## config.mk

```make
export PLATFORM = sky130hd
export DESIGN_NAME = scp_reduce
export DESIGN_NICKNAME = d
export VERILOG_FILES = /design/src/sv/scp_pkg.sv /design/src/sv/scp_reduce.sv
export SDC_FILE = /design/constraint.sdc
export NUM_CORES = 1
export LEC_CHECK = 0
export ABC_CLOCK_PERIOD_IN_PS = 11700
export CORE_MARGIN = 2
export CORE_UTILIZATION = 53
export DETAILED_ROUTE_END_ITERATION = 10
export DONT_BUFFER_PORTS = 1
export GPL_ROUTABILITY_DRIVEN = 0
export HOLD_SLACK_MARGIN = 0.06
export PLACE_DENSITY = 0.68
export SLEW_MARGIN = 20
export SYNTH_ARGS = -nofsm -noshare
export SYNTH_HDL_FRONTEND = slang
export SYNTH_SLANG_ARGS = --single-unit
```

## constraint.sdc

```tcl
create_clock -name clk -period 11.7 [get_ports clk]
set_clock_uncertainty 0.1 [all_clocks]
set_input_delay 1.755 -clock clk [delete_from_list [all_inputs] [get_ports clk]]
set_output_delay 1.755 -clock clk [all_outputs]
set_load 0.005 [all_outputs]
```

## src/sv/scp_pkg.sv

```systemverilog
// Shared types and constants of the sine/cosine polynomial pipeline.
// No dependencies; used by scp_reduce, scp_poly and the top level.
package scp_pkg;

  // Quadrant of the reduced angle
  typedef enum logic [1:0] {
    QUAD_0,
    QUAD_1,
    QUAD_2,
    QUAD_3
  } quad_t;

  // Angle constants, Q.30, rounded to nearest
  localparam logic [30:0] HALF_PI       = 31'd1686629713;
  localparam logic [31:0] PI            = 32'd3373259426;
  localparam logic [32:0] THREE_HALF_PI = 33'd5059889139;
  localparam logic [32:0] TWO_PI        = 33'd6746518852;

  // Q1.30 unity and rounding half
  localparam logic signed [31:0] ONE   = 32'sd1073741824;
  localparam logic [29:0]        ROUND = 30'd536870912;

  // Polynomial coefficients c1..c5, Q.30
  localparam logic signed [31:0] POLY_C [5] = '{
    32'sd1073741774,
    -32'sd536869896,
    32'sd44735933,
    -32'sd1487530,
    32'sd24861
  };

endpackage

```

## src/sv/scp_reduce.sv

```systemverilog
// Angle reduction: sine offset, absolute value, modulo 2*pi and quadrant fold.
// Depends on scp_pkg.
module scp_reduce (
  input  logic                 clk,
  input  logic                 rst,
  input  logic                 in_valid,
  output logic                 in_ready,
  input  logic                 in_kind,
  input  logic signed [31:0]   in_angle,
  output logic                 out_valid,
  input  logic                 out_ready,
  output logic [30:0]          out_y,
  output scp_pkg::quad_t       out_quad
);

  localparam int NSTG = 10;
  localparam int NMOD = 6;
  localparam int QSTG = NMOD + 2;

  logic [NSTG-1:0] vld;
  logic [NSTG-1:0] adv;
  logic [NSTG-1:0] vld_in;

  logic signed [38:0] ang_x;
  logic signed [38:0] ang_s;
  logic signed [38:0] ang_neg;
  logic [37:0]        mag;
  logic [37:0]        rem [NMOD];
  logic [32:0]        r8;
  scp_pkg::quad_t     quad8;
  scp_pkg::quad_t     quad8_next;
  logic [30:0]        y9;
  scp_pkg::quad_t     quad9;

  // A stage advances when it is empty or the next one advances
  genvar i;
  generate
    for (i = 0; i < NSTG; i++) begin : g_adv
      if (i == NSTG - 1) begin : g_last
        assign adv[i] = !vld[i] || out_ready;
      end else begin : g_mid
        assign adv[i] = !vld[i] || adv[i+1];
      end
    end
  endgenerate

  assign vld_in = {vld[NSTG-2:0], in_valid};

  always_ff @(posedge clk) begin
    if (rst) begin
      vld <= '0;
    end else begin
      for (int k = 0; k < NSTG; k++) begin
        if (adv[k]) begin
          vld[k] <= vld_in[k];
        end
      end
    end
  end

  // Stage 0: widen to Q.30, offset by pi/2 for sine
  assign ang_x = $signed({in_angle[31], in_angle, 6'b0});

  always_ff @(posedge clk) begin
    if (adv[0]) begin
      ang_s <= in_kind ? $signed({8'b0, scp_pkg::HALF_PI}) - ang_x : ang_x;
    end
  end

  // Stage 1: absolute value
  assign ang_neg = -ang_s;

  always_ff @(posedge clk) begin
    if (adv[1]) begin
      mag <= ang_s[38] ? ang_neg[37:0] : ang_s[37:0];
    end
  end

  // Stages 2..7: restoring reduction by 2*pi, one quotient bit per stage
  genvar j;
  generate
    for (j = 0; j < NMOD; j++) begin : g_mod
      localparam logic [37:0] STEP = {5'b0, scp_pkg::TWO_PI} << (NMOD - 1 - j);
      logic [37:0] src;
      if (j == 0) begin : g_first
        assign src = mag;
      end else begin : g_next
        assign src = rem[j-1];
      end
      always_ff @(posedge clk) begin
        if (adv[2+j]) begin
          rem[j] <= (src >= STEP) ? src - STEP : src;
        end
      end
    end
  endgenerate

  // Stage 8: quadrant from the reduced angle
  always_comb begin
    priority if ({5'b0, rem[NMOD-1][32:0]} < {7'b0, scp_pkg::HALF_PI}) begin
      quad8_next = scp_pkg::QUAD_0;
    end else if (rem[NMOD-1][32:0] < {1'b0, scp_pkg::PI}) begin
      quad8_next = scp_pkg::QUAD_1;
    end else if (rem[NMOD-1][32:0] < scp_pkg::THREE_HALF_PI) begin
      quad8_next = scp_pkg::QUAD_2;
    end else begin
      quad8_next = scp_pkg::QUAD_3;
    end
  end

  always_ff @(posedge clk) begin
    if (adv[QSTG]) begin
      r8    <= rem[NMOD-1][32:0];
      quad8 <= quad8_next;
    end
  end

  // Stage 9: fold into [0, pi/2]
  always_ff @(posedge clk) begin
    if (adv[QSTG+1]) begin
      quad9 <= quad8;
      unique case (quad8)
        scp_pkg::QUAD_0: y9 <= r8[30:0];
        scp_pkg::QUAD_1: y9 <= 31'({1'b0, scp_pkg::PI} - r8);
        scp_pkg::QUAD_2: y9 <= 31'(r8 - {1'b0, scp_pkg::PI});
        scp_pkg::QUAD_3: y9 <= 31'(scp_pkg::TWO_PI - r8);
        default:         y9 <= r8[30:0];
      endcase
    end
  end

  assign in_ready  = adv[0];
  assign out_valid = vld[NSTG-1];
  assign out_y     = y9;
  assign out_quad  = quad9;

endmodule

```

==> results.py, run 1 <==
metrics = {
    "outcome": {
        "status": "finished clean",
    },
    "cts": {
        "cts_tree": "yes",
        "clkSinkCount": 357,
        "cts_max_level": 2,
        "cts_hold_buf": 0,
        "numCtsBuffers": 39,
        "cts_resized": 0,
        "clk-insertion-delay-late_ps": 560,
        "path_clk_slew_ps": 60,
        "cts_max_path_buffers": 3,
        "postCtsSetupBuffers": 0,
        "root_buffer": "clkbuf_16",
    },
    "grt": {
        "track_usage_pct": 20.5,
        "overflow": 0,
        "antenna_found_initial": 0,
        "grt_pass1_vias": 13000,
        "grt_pass1_wl_um": 63800,
        "grt_max_degree": 44,
    },
    "die": {
        "start_util_pct": 53.6,
        "die_x_um": 196,
        "std_cell_rows": 70,
        "ios": 72,
        "die_y_um": 196,
        "die_area_um2": 38400,
        "coreArea_um2": 36400,
    },
    "synth": {
        "synth-seq-cells": 357,
        "async_flop_share_pct": 0,
        "netlist.area_leader.share_pct": 53.4,
        "synthDistinctLibCells": 95,
        "synth_edf_count": 347,
        "synth_nets": 1827,
        "yosys_warnings": 0,
        "yosys_most_used_dff": "edfxtp_1",
        "synth_area_leaders": "edfxtp_1 (53%), xnor2_1 (7.5%), xor2_1 (4.8%), nor2_1 (3.2%), nand2_1 (2.6%)",
        "synthCells": 1771,
        "synth_top_cell_by_area": "edfxtp_1",
        "syn_area_per_cell_um2": 11.0,
        "netlist_area_um2": 19500,
        "synth-seq-area-share_pct": 54.4,
    },
    "worst_setup_path": {
        "setup.worst_path.start_class": "primary input",
        "critPathRequiredTime_ps": 9850,
        "crit_arrival_ps": 4090,
        "critPathCaptureType": "primary output",
        "cp_max_fo": 37,
        "worstSetupPathType": "in -> out",
    },
    "timing": {
        "setup_viol": 0,
        "max_freq_mhz": 168,
        "hold_viol_final": 0,
        "finalCriticalPeriod_ps": 5950,
        "final-max-slew-violation-count": 0,
        "rsz0062_at_grt": "false",
        "fin_crit_sh_pct": 50.8,
        "fin_setup_tns_ps": 0,
        "slew_headroom_pct": 39.0,
        "worstMarginPinSlew_ps": 914,
    },
    "place": {
        "port_buffers": 0,
        "dp_hpwl_um": 29300,
        "place_inst": 2196,
    },
    "route": {
        "viasPerCell": 5.84,
        "drt_iter0_markers": 664,
        "routedWlPerCell_um": 17.1,
        "wl_um": 38800,
        "drc_errors": 0,
        "firstDrtPassIters": 4,
        "ant_nets": 0,
        "routed-via-count": 13200,
    },
    "min_path": {
        "hold_class": "reg -> reg",
    },
    "final_layout": {
        "multi_input_area_um2": 8440,
        "fillCellCount": 2941,
        "n_antenna_cell": 0,
        "area_growth_pct": 8.76,
        "most-common-layout-cells": "edfxtp_1 (347), nor2_1 (169), xnor2_1 (167), nand2_1 (136), xor2_1 (106)",
        "nets": 1825,
        "layout-drive-gt1-share_pct": 6.96,
        "final_common_cell": "edfxtp_1",
        "seq_area_um2": 10600,
        "stdcell_count": 2265,
    },
    "flow_run": {
        "cap_violations": 0,
    },
    "power_and_ir_drop": {
        "combPwrFrac_pct": 35.4,
        "seq_power_share_pct": 45.5,
        "swShare_pct": 36.8,
        "power_density_nw_per_um2": 291,
        "vdd_ir_drop_max_mv": 0.122,
        "p_leak_nw": 7.68,
        "p_sw_w": 0.00227,
        "pwr-share-clk_pct": 19.1,
        "intPower_w": 0.00390,
    },
}
## synth_stat cells, types with 6 or more instances
master and instances:
nor2b_1 9, a21oi_1 87, o21ai_0 85, buf_2 8, and3_1 22, inv_1 62
xor2_1 106, clkbuf_1 44, edfxtp_1 347, o21a_1 18, o41ai_1 10, nor4_1 26
or3_1 12, dfxtp_1 10, nor2_1 169, nand2b_1 21, ha_1 19, nand4_1 25
o31ai_1 16, a31oi_1 20, a21boi_0 10, a21o_1 16, or2_2 14, o211ai_1 10
nand3b_1 8, a211o_1 6, and4_1 8, o31a_1 7, nor3_1 50, nand2_1 136
nand3_1 44, or4_1 13, nor3b_1 8, a211oi_1 16, xnor2_1 167, and2_1 13
## cell families (layout without fill, tap and decap cells)
group                      Yosys count  after routing  share of synthesized area (%)
buffers and inverters              122            148                           2.44
xor gates and xnor gates           273            273                           12.2
AOI/OAI and AO/OA                  383            383                           13.4
DFF                                357            357                           54.4
muxes                               10             10                          0.570
adders and majority gates           20             20                           1.27
and+or+nand+nor                    606            606                           15.7
## metrics by stage
step / hold WS [ps] / cell area (um2) / power, W / setup slack [ps] / utilization, %
2_1_floorplan: 300 / 19500 / 0.00445 / 4680 / -
3_3_place_gp: 301 / 20000 / 0.00494 / 5770 / 54.9
3_5_place_dp: 305 / 20000 / 0.00500 / 5690 / 54.9
4_1_cts: 299 / 21200 / 0.00620 / 5700 / 58.2
5_1_grt: 322 / 21200 / 0.00663 / 5380 / 58.3
6_report: 297 / 21200 / 0.00617 / 5750 / 58.3
## per-layer routing
| metal | share of wire (%) | up-vias | GRT usage, % |
|---|---|---|---|
| met4 | 4.1 | 0 | 9.32 |
| met5 | 0 | - | 0 |
| met2 | 54 | 292 | 39.2 |
| met3 | 4.3 | 103 | 4.04 |
| met1 | 38 | 6280 | 21.7 |
| li1 | - | 6558 | - |
## power by group through the flow
stage / clock network (W) / logic, W / registers [W]
3_3_place_gp: 0 / 0.00213 / 0.00281
6_report: 0.00118 / 0.00219 / 0.00281
5_1_grt: 0.00126 / 0.00247 / 0.00289
4_1_cts: 0.00121 / 0.00219 / 0.00280
3_5_place_dp: 0 / 0.00217 / 0.00283
2_1_floorplan: 0 / 0.00188 / 0.00257
## critical path, stage by stage
cell and delay [ps]:
nor2b_1 230, inv_1 70, buf_4 270, nor2_1 290, nand3_1 120, buf_4 270
nor2_1 310, nand3_2 750
## path summary, 6_finish.rpt
check	start	end	slack, ps	cells past startpoint
max reg2reg	quad8[1]$_SDFFCE_PP0P_	out_y[16]$_DFFE_PP_	7230	11
max	out_ready	in_ready	5750	8
min reg2reg	rem[1][4]$_DFFE_PP_	rem[2][4]$_DFFE_PP_	300	0
min	rem[1][4]$_DFFE_PP_	rem[2][4]$_DFFE_PP_	300	0
## sequential cells by signal, summed over array words and instances, names as in the netlist
name and cells:
ang_s 34, quad8 2, out_y 31, r8 31, g_mod.src 35, out_quad 2
rem 212, vld 10
## final cells by class
| type | instances | area share, % |
|---|---|---|
| clock buffers | 47 | 4.84 |
| flip-flops and latches | 357 | 50.0 |
| clock inverters | 22 | 0.943 |
| well taps | 468 | 2.76 |
| multi-input cells | 1292 | 39.8 |
| repair buffers | 15 | 0.530 |
| inverters | 64 | 1.13 |
Note: power is estimated with default switching activity, not from simulation.
==> inputs of run 2 (changes only) <==
ABC_CLOCK_PERIOD_IN_PS = 5500   (was 11700)
clock period = 5.5 ns   (was 11.7 ns; I/O delays follow)
==> run 2 against run 1 <==
  * Wire length grew 4.6%
  * Non-clock buffer count grew 1
  * Utilization grew 0.13 points
  * Power grew 120%
  * Via count grew 1.7%
  * Die area is the same
  * Global-route usage grew 0.85 points
  * Flip-flop and latch count is the same
  * First-iteration DRC count grew 28%
  * Combinational power grew 120%
  * Critical path depth grew 2
  * Clock power grew 120%
  * Critical path type is now reg -> reg
  * Largest cell class unchanged
==> results.py, run 2 (synthesis results as in run 1) <==
metrics = {
    "worst_setup_path": {
        "critPathRequiredTime_ps": 5690,
        "critPathTopFamily": "simple AND/OR/NAND/NOR gates",
        "worstSetupPathType": "reg -> reg",
        "setup.worst_path.start_class": "flip-flop",
        "crit_chain": "and2_1 -> inv_2 -> ha_1 -> and4_1 -> and2_0 -> nand2_1 -> o21ai_0 -> maj3_1 -> a21oi_1 -> xor2_1",
        "slowest_stage": "and2_1",
        "path_buf_inv": 1,
        "critPathCaptureType": "flip-flop",
        "rrSetupSlack_ps": 1590,
        "cp_max_fo": 20,
        "worstReg2RegStart": "quad8[0]$_SDFFCE_PP0P_",
        "reg2reg_depth": 10,
        "crit_arrival_ps": 4100,
        "regToRegEndpoint": "out_y[26]$_DFFE_PP_",
        "max_stage_delay_ps": 640,
    },
    "cts": {
        "cts_hold_buf": 0,
        "path_clk_slew_ps": 60,
        "cts_tree": "yes",
        "postCtsSetupBuffers": 0,
        "cts_max_level": 2,
        "root_buffer": "clkbuf_16",
        "clk-insertion-delay-late_ps": 560,
        "clkSinkCount": 357,
        "cts_max_path_buffers": 3,
        "cts_resized": 0,
        "numCtsBuffers": 39,
    },
    "power_and_ir_drop": {
        "pwr-share-clk_pct": 19.4,
        "p_sw_w": 0.00496,
        "seq_power_share_pct": 45.2,
        "p_leak_nw": 7.71,
        "intPower_w": 0.00837,
        "swShare_pct": 37.2,
        "vdd_ir_drop_max_mv": 0.271,
        "combPwrFrac_pct": 35.5,
        "power_density_nw_per_um2": 626,
    },
    "route": {
        "firstDrtPassIters": 7,
        "drc_errors": 0,
        "routedWlPerCell_um": 17.9,
        "viasPerCell": 5.94,
        "routed-via-count": 13500,
        "top_layer_used": "met4",
        "drt_iter0_markers": 852,
        "wl_um": 40600,
        "wl_met2_um": 22000,
        "met3WireLength_um": 1760,
        "wl_met1_um": 15700,
        "ant_nets": 0,
    },
    "timing": {
        "max_freq_mhz": 256,
        "fin_setup_tns_ps": 0,
        "fin_crit_sh_pct": 71.0,
        "setup_viol": 0,
        "final-max-slew-violation-count": 0,
        "finalCriticalPeriod_ps": 3910,
        "slew_headroom_pct": 42.4,
        "setup_slack_ps": 1590,
        "rsz0062_at_grt": "false",
        "worstMarginPinSlew_ps": 861,
        "hold_viol_final": 0,
    },
    "min_path": {
        "hp-start": "rst",
        "hold_class": "in -> reg",
        "whs_endpoint": "vld[0]$_SDFFE_PP0P_",
        "min_path_cells": 1,
    },
    "die": {
        "start_util_pct": 53.6,
        "ios": 72,
        "die_area_um2": 38400,
        "die_x_um": 196,
        "coreArea_um2": 36400,
        "die_y_um": 196,
        "std_cell_rows": 70,
    },
    "final_layout": {
        "largest_reg_flops": 212,
        "fin_util_pct": 58.4,
        "n_antenna_cell": 0,
        "layout-drive-gt1-share_pct": 6.95,
        "top_register": "rem",
        "area_growth_pct": 9.01,
        "most-common-layout-cells": "edfxtp_1 (347), nor2_1 (169), xnor2_1 (167), nand2_1 (136), xor2_1 (106)",
        "final_common_cell": "edfxtp_1",
        "nets": 1826,
        "fillCellCount": 3034,
        "stdcell_count": 2266,
    },
    "place": {
        "place_ws_ps": 1680,
        "dp_hpwl_um": 30000,
        "port_buffers": 0,
        "place_inst": 2197,
    },
    "grt": {
        "antenna_found_initial": 0,
        "overflow": 0,
        "grt_pass1_wl_um": 66500,
        "track_usage_pct": 21.4,
        "grt_max_degree": 43,
        "grt_pass1_vias": 13300,
    },
    "flow_run": {
        "cap_violations": 0,
    },
    "outcome": {
        "status": "finished clean",
    },
}
==> run 2: cell types whose count changed in the layout (fill, tap and decap cells not counted), sizes merged <==
cell	before	now
clkbuf	47	53
clkinv	17	11
inv	65	66
buf	15	16
clkinvlp	1	0
==> run 2: layout make-up <==
class	instances	area [um2]	area share, %
clock buffer	53	1100	5.17
clock inverter	16	168	0.788
inverter	64	240	1.13
multi-input combinational	1292	8440	39.7
sequential	357	10600	49.9
tap	468	586	2.75
timing repair buffer	16	120	0.565
==> run 2: per-stage QoR <==
| step | hold slack [ps] | power [W] | cell area, um2 |
|---|---|---|---|
| final | 233 | 0.0133 | 21300 |
| after global routing | 218 | 0.0142 | 21300 |
| after CTS | 204 | 0.0134 | 21300 |
| after detailed placement | 305 | 0.0107 | 20000 |
| after global placement | 305 | 0.0106 | 20000 |
| after floorplan | 300 | 0.00946 | 19500 |
==> run 2: per-layer routing <==
| layer | up-vias | track usage (%) |
|---|---|---|
| li1 | 6572 | - |
| met1 | 6442 | 23.5 |
| met2 | 365 | 41.1 |
| met3 | 84 | 3.39 |
| met4 | 0 | 8.31 |
| met5 | - | 0 |
==> run 2: how the worst max path moves through the flow <==
stage                           start                  end  slack (ps)  cells past startpoint
2_1_floorplan               out_ready             in_ready         340                      6
3_3_place_gp              in_angle[1]  ang_s[35]$_DFFE_PP_        1680                      9
3_5_place_dp   quad8[0]$_SDFFCE_PP0P_  out_y[26]$_DFFE_PP_        1680                     10
4_1_cts        quad8[0]$_SDFFCE_PP0P_  out_y[26]$_DFFE_PP_        1650                     10
5_1_grt        quad8[0]$_SDFFCE_PP0P_  out_y[26]$_DFFE_PP_        1300                     10
6_report       quad8[0]$_SDFFCE_PP0P_  out_y[26]$_DFFE_PP_        1590                     10
==> run 2: power by group through the flow <==
stage | registers [W] | logic, W | clock network [W]
floorplan | 0.00547 | 0.00399 | 0
global placement | 0.00601 | 0.00456 | 0
detailed placement | 0.00605 | 0.00469 | 0
CTS | 0.00600 | 0.00472 | 0.00263
global route | 0.00618 | 0.00531 | 0.00273
finish | 0.00602 | 0.00472 | 0.00258
==> inputs of run 3 (changes only) <==
ABC_CLOCK_PERIOD_IN_PS = 3600   (was 5500)
clock period = 3.6 ns   (was 5.5 ns; I/O delays follow)
==> run 3 against run 2 <==
  * Power increased by 52%
  * Utilization increased by 0.81 points
  * Combinational power increased by 56%
  * Sequential power increased by 52%
  * Largest cell class unchanged
==> results.py, run 3 (synthesis results as in run 1) <==
metrics = {
    "outcome": {
        "status": "finished clean",
    },
    "route": {
        "ant_nets": 0,
        "viasPerCell": 5.91,
        "routed-via-count": 13600,
        "drc_errors": 0,
        "routedWlPerCell_um": 17.8,
        "drt_iter0_markers": 834,
        "wl_um": 41000,
        "firstDrtPassIters": 5,
    },
    "die": {
        "std_cell_rows": 70,
        "die_area_um2": 38400,
        "die_y_um": 196,
        "coreArea_um2": 36400,
        "ios": 72,
        "start_util_pct": 53.6,
        "die_x_um": 196,
    },
    "grt": {
        "antenna_found_initial": 0,
        "grt_max_degree": 43,
        "grt_pass1_wl_um": 67000,
        "track_usage_pct": 21.6,
        "grt_pass1_vias": 13500,
        "overflow": 0,
    },
    "worst_setup_path": {
        "critPathTopFamily": "compound AO/OA/AOI/OAI gates",
        "crit_arrival_ps": 3560,
        "max_stage_delay_ps": 460,
        "rrSetupSlack_ps": 230,
        "cp_max_fo": 18,
        "reg2reg_depth": 12,
        "crit_chain": "and2_1 -> buf_4 -> xnor2_1 -> ha_1 -> nor2b_1 -> or4_1 -> o211ai_2 -> a2111o_1 -> nand2_1 -> o31a_1 -> o311ai_0 -> nand4_1",
        "critPathRequiredTime_ps": 3790,
        "path_buf_inv": 1,
        "setup.worst_path.start_class": "flip-flop",
        "worstSetupPathType": "reg -> reg",
        "critPathCaptureType": "flip-flop",
        "slowest_stage": "or4_1",
        "crit_cells": 12,
    },
    "cts": {
        "cts_max_path_buffers": 3,
        "cts_tree": "yes",
        "path_clk_slew_ps": 70,
        "root_buffer": "clkbuf_16",
        "cts_max_level": 2,
        "clk-insertion-delay-late_ps": 560,
        "clkSinkCount": 357,
        "numCtsBuffers": 38,
        "postCtsSetupBuffers": 0,
    },
    "min_path": {
        "hold_class": "in -> reg",
        "min_path_cells": 1,
    },
    "final_layout": {
        "top_register": "rem",
        "area_growth_pct": 10.5,
        "largest_reg_flops": 212,
        "multi_input_area_um2": 8460,
        "nets": 1863,
        "seq_area_um2": 10600,
        "stdcell_count": 2304,
        "n_antenna_cell": 0,
        "final_common_cell": "edfxtp_1",
        "layout-drive-gt1-share_pct": 7.79,
        "fillCellCount": 2951,
        "most-common-layout-cells": "edfxtp_1 (347), nor2_1 (169), xnor2_1 (167), nand2_1 (135), xor2_1 (106)",
    },
    "place": {
        "port_buffers": 0,
        "dp_hpwl_um": 30200,
        "place_inst": 2210,
    },
    "timing": {
        "final-max-slew-violation-count": 0,
        "rsz0062_at_grt": "false",
        "hold_viol_final": 0,
        "slew_headroom_pct": 46.8,
        "worstMarginPinSlew_ps": 796,
        "finalCriticalPeriod_ps": 3370,
        "max_freq_mhz": 297,
        "fin_crit_sh_pct": 93.5,
        "setup_viol": 0,
        "fin_setup_tns_ps": 0,
    },
    "power_and_ir_drop": {
        "vdd_ir_drop_max_mv": 0.381,
        "power_density_nw_per_um2": 940,
        "p_leak_nw": 7.84,
    },
    "flow_run": {
        "cap_violations": 0,
    },
}
run 3: cell count changes in the layout (fill, tap and decap cells not counted), sizes merged:
cell and change:
buf +13, bufinv -2, clkbuf -2, clkinv +1
clkinvlp +3, dlygate4sd3 +25
run 3: final timing paths:
kind,start,end
max,quad8[1]$_SDFFCE_PP0P_,out_y[30]$_DFFE_PP_
min,in_angle[18],ang_s[24]$_DFFE_PP_
max reg2reg,quad8[1]$_SDFFCE_PP0P_,out_y[30]$_DFFE_PP_
min reg2reg,rem[3][0]$_DFFE_PP_,rem[4][0]$_DFFE_PP_
run 3: repair_timing:
item                       CTS  global route
resized for setup            0             4
hold endpoints to repair    33             0
hold buffers                25             0
setup endpoints to repair    0             7
run 3: power by group:
group	internal [W]	switching (W)	leakage, nW	total (W)
logic	0.00337	0.00400	3.49	0.00737
clock network	0.00215	0.00159	0.579	0.00374
registers	0.00716	0.00199	3.77	0.00916
run 3: metrics by stage:
stage | utilization [%] | instance area (um2) | setup WS (ps) | hold WS [ps] | total power (W)
2_1_floorplan | - | 19500 | 86.1 | 300 | 0.0145
3_3_place_gp | 55.2 | 20100 | 324 | 303 | 0.0163
3_5_place_dp | 55.2 | 20100 | 246 | 307 | 0.0165
4_1_cts | 59.2 | 21600 | 226 | 60.4 | 0.0203
5_1_grt | 59.2 | 21600 | 42.7 | 76.6 | 0.0216
6_report | 59.2 | 21600 | 235 | 84.5 | 0.0203
run 3: area by class of cell:
cell class,count,share of cell area (%)
clock inverter,18,0.621
multi-input combinational,1292,39.2
inverter,64,1.11
tap,468,2.71
clock buffer,51,4.91
timing repair buffer,54,2.17
sequential,357,49.2
run 3: metal layers:
metal  global-route usage (%)  wire length (um)  vias to the layer above
li1                         -                 -                     6639
met1                     23.4             16000                     6541
met2                     42.0             22200                      348
met3                     3.18              1620                       91
met4                     8.87              1250                        0
met5                        0                 0                        -
